===== src/lfu_pkg.sv =====
// lfu_pkg: request/response payload types and state machine codes for lfu_cache_table.
// No dependencies.
`default_nettype none
package lfu_pkg;
	typedef struct packed {
		logic               req_type;
		logic signed [31:0] key;
		logic signed [31:0] value;
	} req_t;

	typedef struct packed {
		logic               hit;
		logic signed [31:0] read_value;
		logic               evicted;
	} rsp_t;

	typedef enum logic [2:0] {
		ST_IDLE,
		ST_SCAN,
		ST_DECIDE,
		ST_AGE,
		ST_WRITE,
		ST_RESP
	} state_t;

	localparam logic        REQ_GET    = 1'b0;
	localparam logic        REQ_PUT    = 1'b1;
	localparam logic [31:0] MISS_VALUE = 32'hFFFF_FFFF;
endpackage
`default_nettype wire


===== src/lfu_ram.sv =====
// lfu_ram: generic single-port synchronous RAM with a registered read.
// No dependencies.
`default_nettype none
module lfu_ram #(
	parameter int WIDTH = 32,
	parameter int DEPTH = 16
) (
	input  wire logic                     clk,
	input  wire logic                     we,
	input  wire logic [$clog2(DEPTH)-1:0] addr,
	input  wire logic [WIDTH-1:0]         wdata,
	output logic      [WIDTH-1:0]         rdata
);
	logic [WIDTH-1:0] mem [DEPTH];

	always_ff @(posedge clk) begin
		if (we) begin
			mem[addr] <= wdata;
		end
		rdata <= mem[addr];
	end
endmodule
`default_nettype wire


===== src/lfu_cache_table.sv =====
// lfu_cache_table: LFU key-value cache with LRU tie break, top level.
// Depends on lfu_pkg and lfu_ram.
`default_nettype none
// Channel  | dir | handshake         | payload
// req      | in  | req_valid/stall   | lfu_pkg::req_t (req_type, key, value)
// rsp      | out | rsp_valid/stall   | lfu_pkg::rsp_t (hit, read_value, evicted)
// cfg      | in  | cfg_valid/ready   | live_capacity[4:0]
//
// One request at a time. A request that writes the table passes through a match
// and victim search over the slot RAM, a decide step, a second pass over the
// same RAM port to age recency ranks (with a write-back for each aged entry),
// then the write. A get miss or a dropped put skips aging and write.
// Reset clears valid bits and occupancy at once; no clearing pass.
// A stalled response is held in its register; the next request is taken
// once it has left.
module lfu_cache_table #(
	parameter int CAPACITY    = 16,
	parameter int COUNT_WIDTH = 16
) (
	input  wire logic          clk,
	input  wire logic          arst_n,
	input  wire logic          req_valid,
	output logic               req_stall,
	input  wire lfu_pkg::req_t req,
	output logic               rsp_valid,
	input  wire logic          rsp_stall,
	output lfu_pkg::rsp_t      rsp,
	input  wire logic          cfg_valid,
	output logic               cfg_ready,
	input  wire logic [4:0]    cfg_data
);
	localparam int AW = (CAPACITY > 1) ? $clog2(CAPACITY) : 1;
	localparam int RW = AW;              // recency rank width
	localparam int CW = COUNT_WIDTH;
	localparam int EW = 64 + CW + RW;    // key, value, count, rank
	localparam int OW = $clog2(CAPACITY + 1);
	localparam logic [CW-1:0] CMAX = {CW{1'b1}};

	lfu_pkg::state_t state_q, state_n;

	logic [CAPACITY-1:0] valid_q;
	logic [OW-1:0]       used_q;
	logic [4:0]          cap_q;
	lfu_pkg::req_t       req_q;
	logic [AW:0]         idx_q;      // sweep counter, one wider to pass the end
	logic                rd_pend_q;  // read data of idx-1 arrives this cycle
	logic [AW-1:0]       rd_idx_q;

	// Search results
	logic          hit_q, have_v_q, free_q;
	logic [AW-1:0] hit_s_q, vic_q, free_s_q;
	logic [CW-1:0] vic_cnt_q;
	logic [RW-1:0] vic_rank_q;
	logic [31:0]   hit_val_q;
	logic [CW-1:0] hit_cnt_q;
	logic [RW-1:0] hit_rank_q;

	// Decision
	logic          do_write_q, evict_q;
	logic [AW-1:0] tgt_q;
	logic [RW:0]   limit_q;          // one wider: "no limit" is CAPACITY
	logic [EW-1:0] tgt_word_q;

	// RAM
	logic          ram_we;
	logic [AW-1:0] ram_addr;
	logic [EW-1:0] ram_wdata, ram_rdata;

	lfu_ram #(.WIDTH(EW), .DEPTH(1 << AW)) u_ram (
		.clk(clk), .we(ram_we), .addr(ram_addr), .wdata(ram_wdata), .rdata(ram_rdata)
	);

	logic [31:0]   e_key, e_val;
	logic [CW-1:0] e_cnt;
	logic [RW-1:0] e_rank;
	assign {e_key, e_val, e_cnt, e_rank} = ram_rdata;

	logic [OW-1:0] cap_eff;
	assign cap_eff = (int'(cap_q) > CAPACITY) ? OW'(CAPACITY) : OW'(cap_q);

	logic sweep_done;
	assign sweep_done = (idx_q == (AW+1)'(CAPACITY));
	logic rd_ok;
	assign rd_ok = rd_pend_q && valid_q[rd_idx_q];

	assign cfg_ready = 1'b1;
	assign req_stall = (state_q != lfu_pkg::ST_IDLE);

	// table is written on any hit, and on a put miss unless storing is off
	function automatic logic do_write_n();
		do_write_n = hit_q || ((req_q.req_type == lfu_pkg::REQ_PUT) && (cap_eff != '0));
	endfunction

	// next state
	always_comb begin
		state_n = state_q;
		case (state_q)
			lfu_pkg::ST_IDLE:   if (req_valid) state_n = lfu_pkg::ST_SCAN;
			lfu_pkg::ST_SCAN:   if (sweep_done && !rd_pend_q) state_n = lfu_pkg::ST_DECIDE;
			lfu_pkg::ST_DECIDE: state_n = do_write_n() ? lfu_pkg::ST_AGE : lfu_pkg::ST_RESP;
			lfu_pkg::ST_AGE:    if (sweep_done && !rd_pend_q) state_n = lfu_pkg::ST_WRITE;
			lfu_pkg::ST_WRITE:  state_n = lfu_pkg::ST_RESP;
			lfu_pkg::ST_RESP:   if (!rsp_stall) state_n = lfu_pkg::ST_IDLE;
			default:            state_n = lfu_pkg::ST_IDLE;
		endcase
	end

	// RAM port use: address sweep in SCAN/AGE, writeback of aged ranks in AGE, target write in WRITE
	logic [RW-1:0] aged_rank;
	logic          age_hit;
	assign age_hit = (state_q == lfu_pkg::ST_AGE) && rd_ok && (rd_idx_q != tgt_q)
		&& ((RW+1)'(e_rank) < limit_q);
	assign aged_rank = e_rank + RW'(1);

	always_comb begin
		ram_we    = 1'b0;
		ram_addr  = idx_q[AW-1:0];
		ram_wdata = tgt_word_q;
		case (state_q)
			lfu_pkg::ST_AGE: begin
				if (age_hit) begin
					ram_we    = 1'b1;
					ram_addr  = rd_idx_q;
					ram_wdata = {e_key, e_val, e_cnt, aged_rank};
				end
			end
			lfu_pkg::ST_WRITE: begin
				ram_we   = 1'b1;
				ram_addr = tgt_q;
			end
			default: ;
		endcase
	end

	// control registers
	always_ff @(posedge clk or negedge arst_n) begin
		if (!arst_n) begin
			state_q   <= lfu_pkg::ST_IDLE;
			valid_q   <= '0;
			used_q    <= '0;
			cap_q     <= 5'd16;
			idx_q     <= '0;
			rd_pend_q <= 1'b0;
			rsp_valid <= 1'b0;
		end else begin
			state_q <= state_n;
			if (cfg_valid && cfg_ready) begin
				cap_q <= cfg_data;
			end
			rd_pend_q <= ((state_q == lfu_pkg::ST_SCAN) || (state_q == lfu_pkg::ST_AGE))
				&& !sweep_done && !age_hit;
			case (state_q)
				lfu_pkg::ST_IDLE: idx_q <= '0;
				lfu_pkg::ST_SCAN, lfu_pkg::ST_AGE: begin
					if (!sweep_done && !age_hit) begin
						idx_q <= idx_q + (AW+1)'(1);
					end
				end
				lfu_pkg::ST_DECIDE: idx_q <= '0;
				lfu_pkg::ST_WRITE: begin
					if (do_write_q && !hit_q && !evict_q) begin
						valid_q[tgt_q] <= 1'b1;
						used_q         <= used_q + OW'(1);
					end
					rsp_valid <= 1'b1;
				end
				lfu_pkg::ST_RESP: if (!rsp_stall) rsp_valid <= 1'b0;
				default: ;
			endcase
			if (state_q == lfu_pkg::ST_DECIDE && !do_write_n()) rsp_valid <= 1'b1;
		end
	end

	// datapath registers
	always_ff @(posedge clk) begin
		rd_idx_q <= idx_q[AW-1:0];
		case (state_q)
			lfu_pkg::ST_IDLE: begin
				req_q    <= req;
				hit_q    <= 1'b0;
				have_v_q <= 1'b0;
				free_q   <= 1'b0;
			end
			lfu_pkg::ST_SCAN: begin
				if (rd_pend_q && !valid_q[rd_idx_q] && !free_q) begin
					free_q   <= 1'b1;
					free_s_q <= rd_idx_q;
				end
				if (rd_ok && e_key == req_q.key && !hit_q) begin
					hit_q      <= 1'b1;
					hit_s_q    <= rd_idx_q;
					hit_val_q  <= e_val;
					hit_cnt_q  <= e_cnt;
					hit_rank_q <= e_rank;
				end
				if (rd_ok && (!have_v_q || e_cnt < vic_cnt_q
						|| (e_cnt == vic_cnt_q && e_rank > vic_rank_q))) begin
					have_v_q   <= 1'b1;
					vic_q      <= rd_idx_q;
					vic_cnt_q  <= e_cnt;
					vic_rank_q <= e_rank;
				end
			end
			lfu_pkg::ST_DECIDE: begin
				do_write_q <= do_write_n();
				evict_q    <= !hit_q && (used_q >= cap_eff) && do_write_n();
				if (hit_q) begin
					tgt_q      <= hit_s_q;
					limit_q    <= {1'b0, hit_rank_q};
					tgt_word_q <= {req_q.key,
						(req_q.req_type == lfu_pkg::REQ_PUT) ? 32'(req_q.value) : hit_val_q,
						(hit_cnt_q == CMAX) ? hit_cnt_q : hit_cnt_q + CW'(1), RW'(0)};
				end else if (used_q >= cap_eff) begin
					tgt_q      <= vic_q;
					limit_q    <= {1'b0, vic_rank_q};
					tgt_word_q <= {req_q.key, req_q.value, CW'(1), RW'(0)};
				end else begin
					tgt_q      <= free_s_q;
					limit_q    <= (RW+1)'(CAPACITY);
					tgt_word_q <= {req_q.key, req_q.value, CW'(1), RW'(0)};
				end
			end
			default: ;
		endcase
	end

	// response register, filled in the decide step
	always_ff @(posedge clk) begin
		if (state_q == lfu_pkg::ST_DECIDE) begin
			rsp.hit <= hit_q;
			rsp.read_value <= (req_q.req_type == lfu_pkg::REQ_PUT) ? 32'sd0
				: (hit_q ? hit_val_q : lfu_pkg::MISS_VALUE);
			rsp.evicted <= !hit_q && (req_q.req_type == lfu_pkg::REQ_PUT)
				&& (cap_eff != '0) && (used_q >= cap_eff);
		end
	end
endmodule
`default_nettype wire


===== config.mk =====
export PLATFORM = sky130hd
export DESIGN_NAME = lfu_cache_table
export DESIGN_NICKNAME = d
export VERILOG_FILES = /design/src/lfu_pkg.sv /design/src/lfu_ram.sv /design/src/lfu_cache_table.sv
export SDC_FILE = /design/constraint.sdc
export NUM_CORES = 2
export LEC_CHECK = 0
export BUFFER_PORTS_ARGS = -buffer_cell sky130_fd_sc_hd__buf_4
export CORE_MARGIN = 4
export CORE_UTILIZATION = 42
export DETAILED_ROUTE_END_ITERATION = 12
export GPL_TIMING_DRIVEN = 0
export SYNTH_ARGS = -nofsm -noshare
export SYNTH_HDL_FRONTEND = slang
export SYNTH_SLANG_ARGS = --single-unit

===== constraint.sdc =====
create_clock -name clk -period 14.4 [get_ports clk]
set_input_delay 2.16 -clock clk [delete_from_list [all_inputs] [get_ports clk]]
set_output_delay 2.16 -clock clk [all_outputs]
set_load 0.02 [all_outputs]

==> impl_metrics.tcl <==
set metrics [dict create \
    grt_max_degree 41 \
    cts_resized 0 \
    synthArstFlopShare 0.0206 \
    core_um2 159000 \
    synth-seq-cells 1745 \
    min_period_over_period 0.411 \
    hold_viol 0 \
    io_buffers 110 \
    routabilityCongestion 0.803 \
    setup_ws_ns 8.48 \
    die_h_um 408 \
    io_pins 112 \
    antenna_found_initial 3 \
    rsz0062_at_grt "false" \
    setup_viol 0 \
    crit_required_ns 14.89 \
    clockRootBuffer "clkbuf_16" \
    num_vias 38700 \
    start_util 0.423 \
    wirelength_um 175000 \
    fin_hold_ws_ns 0.423 \
    yosys_warnings 0 \
    fill_cells 13300 \
    die_x_um 408 \
    num_rows 146 \
    vias_per_cell 5.48 \
    synth_nets 4570 \
    grtUsageTotal 0.206 \
    drive_gt1_frac 0.150 \
    worst_setup_path_start_kind "flip-flop" \
    synth_ff_type "edfxtp_1" \
    most-common-layout-cells "edfxtp_1, nor2_1, nand2_1" \
    cts_tree "done" \
    finish.net_count 4949 \
    critPathArrivalTime_ns 6.41 \
    cap_violations 0 \
    place_hpwl_um 115000 \
    synth_edf_count 1621 \
    synth_cell_type_count 66 \
    antenna_left 0 \
    holdCritPathClass "flip-flop to flip-flop" \
    fin_skew_ns 0.0292 \
    ir_drop_uv 137 \
    cts_setup_buffers 0 \
    max_freq_ghz 0.169 \
    clock_path_buffers 3 \
    clock-sinks 1745 \
    period_minus_slack_ns 5.92 \
    multi_input_area_um2 14500 \
    final_common_cell "edfxtp_1" \
    seqCellArea_um2 51300 \
    clkTransAtPathRegs_ns 0.06 \
    worstSetupPathType "flip-flop to flip-flop" \
    avgRoutedWirePerCell_um 24.8 \
    relSlewSlack 0.183 \
    synthesis.area_um2 67100 \
    synthCells 4462 \
    r2r-start "rd_idx_q[1]" \
    avgSynthCellArea_um2 15.0 \
    cts_hold_buf 0 \
    first_global_vias 38200 \
    leakagePower_nw 26.6 \
    grt_overflow 0 \
    htree_levels 4 \
    die_area_um2 166000 \
    seq_area_frac_synth 0.765 \
    hold_start "u_ram.rdata[33]" \
    tightest_slew_ns 1.23 \
    end_kind "flip-flop" \
    area_growth_pct 15.9 \
    final_core_util 0.490 \
    numCtsBuffers 177 \
    drcViolationCount 0 \
    power_density_nw_per_um2 177 \
    outcome "finished clean" \
    drv_slew 0 \
    post-place-ws_ns 8.59 \
    grt_pass1_wl_um 255000 \
    firstDrtPassIters 6 \
    worstSkewPairLatency_ns 0.82 \
    worstPathMaxFanout 24 \
    startpoint "rd_idx_q[1]" \
    first_iter_violations 4383 \
]
-- flip-flops by register name, indices dropped and copies added (netlist names), 3 cells and up --
| register | count |
|---|---|
| hit_rank_q | 4 |
| free_s_q | 4 |
| hit_val_q | 32 |
| idx_q | 5 |
| valid_q | 16 |
| rd_idx_q | 4 |
| hit_cnt_q | 16 |
| rsp | 34 |
| tgt_word_q | 80 |
| u_ram.mem | 1344 |
| state_q | 3 |
| hit_s_q | 4 |
| req_q | 65 |
| vic_rank_q | 4 |
| used_q | 5 |
| vic_q | 4 |
| tgt_q | 4 |
| u_ram.rdata | 84 |
| cap_q | 5 |
| vic_cnt_q | 16 |
| limit_q | 5 |
-- synth_stat cells (all sizes together), types with 2 or more instances --
cell type	number	area (um2)
a211oi	2	20.0
a21boi	2	15.0
a21o	6	45.0
a21oi	218	1100
a221oi	3	38.8
a22oi	84	631
a31o	3	26.3
a31oi	3	18.8
a32o	168	1680
and2	6	40.0
and3	6	42.5
and4	2	17.5
buf	132	724
clkbuf	117	439
dfrtp	35	876
dfxtp	88	1760
edfxtp	1621	48700
ha	33	413
inv	72	270
mux2	84	946
mux2i	173	1730
mux4	5	113
nand2	576	2160
nand2b	12	75.1
nand3	14	70.1
nand3b	3	22.5
nand4	11	68.8
nor2	637	2390
nor2b	7	43.8
nor3	7	35.0
nor3b	2	15.0
nor4	95	988
o211ai	2	15.0
o21a	2	15.0
o21ai	57	289
o21bai	9	67.6
o22ai	86	538
o31ai	7	52.6
or2	2	12.5
or3	2	12.5
xnor2	15	131
xor2	42	368
-- worst max-delay path: stages (launching register included) --
cell and delay [ns]:
dfxtp_1 0.38, clkbuf_1 0.43, mux4_2 0.40, mux4_2 0.53, nand2_1 0.12, nor2_1 0.12, a221oi_2 1.01, buf_2 0.52
buf_2 0.38, o21ai_0 0.40, nor2_4 0.70, buf_12 0.30, buf_12 0.24
-- layer usage --
layer | GRT usage | up-vias | part of all wire
li1 | - | 17500 | -
met1 | 0.286 | 19400 | 0.43
met2 | 0.332 | 1444 | 0.47
met3 | 0.0389 | 276 | 0.074
met4 | 0.0630 | 0 | 0.027
met5 | 0 | - | 0
-- path summary, 6_finish.rpt --
kind                            slack (ns)  depth (start not counted)                to
worst max-delay path                  8.48                         12  u_ram.mem[5][47]
worst min-delay path                  0.42                          0     hit_val_q[13]
worst max register to register        8.48                         12  u_ram.mem[5][47]
worst min register to register        0.42                          0     hit_val_q[13]
max in group asynchronous            12.71                          1          cap_q[4]
min in group asynchronous             1.31                          1        valid_q[1]
-- layout make-up --
type / instances / area share
Clock buffer: 255 / 0.0636
Multi-Input combinational cell: 2396 / 0.186
Antenna cell: 1 / 0.0000322
Sequential cell: 1745 / 0.660
Clock inverter: 74 / 0.00854
Timing Repair Buffer: 200 / 0.0294
Buffer: 249 / 0.0150
Inverter: 72 / 0.00351
Tap cell: 2072 / 0.0333
-- cells by family after synthesis --
| logic type | after synthesis | synth area share |
|---|---|---|
| flops | 1745 | 0.765 |
| simple gates | 1384 | 0.0896 |
| compound gates | 659 | 0.0689 |
| buf+inv | 321 | 0.0214 |
| mux | 262 | 0.0416 |
| xor+xnor | 57 | 0.00744 |
| fa+ha+maj | 33 | 0.00615 |
| other cells | 1 | 0.0000559 |
-- report_power, final --
part	internal [W]	switching, W
registers	0.00567	0.000138
clock network	0.00249	0.00193
logic	0.00113	0.00236
-- metrics by stage --
stage | TNS (ns) | power [W] | cells | cell area (um2)
finish | 0 | 0.0137 | 7064 | 77800
global route | 0 | 0.0143 | 7063 | 77800
CTS | 0 | 0.0138 | 7063 | 77800
detailed placement | 0 | 0.00940 | 6734 | 72200
global placement | -1098.46 | 0.00935 | 6644 | 70500
floorplan | 0 | 0.00805 | 4462 | 67100
(Power assumes the default switching activity.)
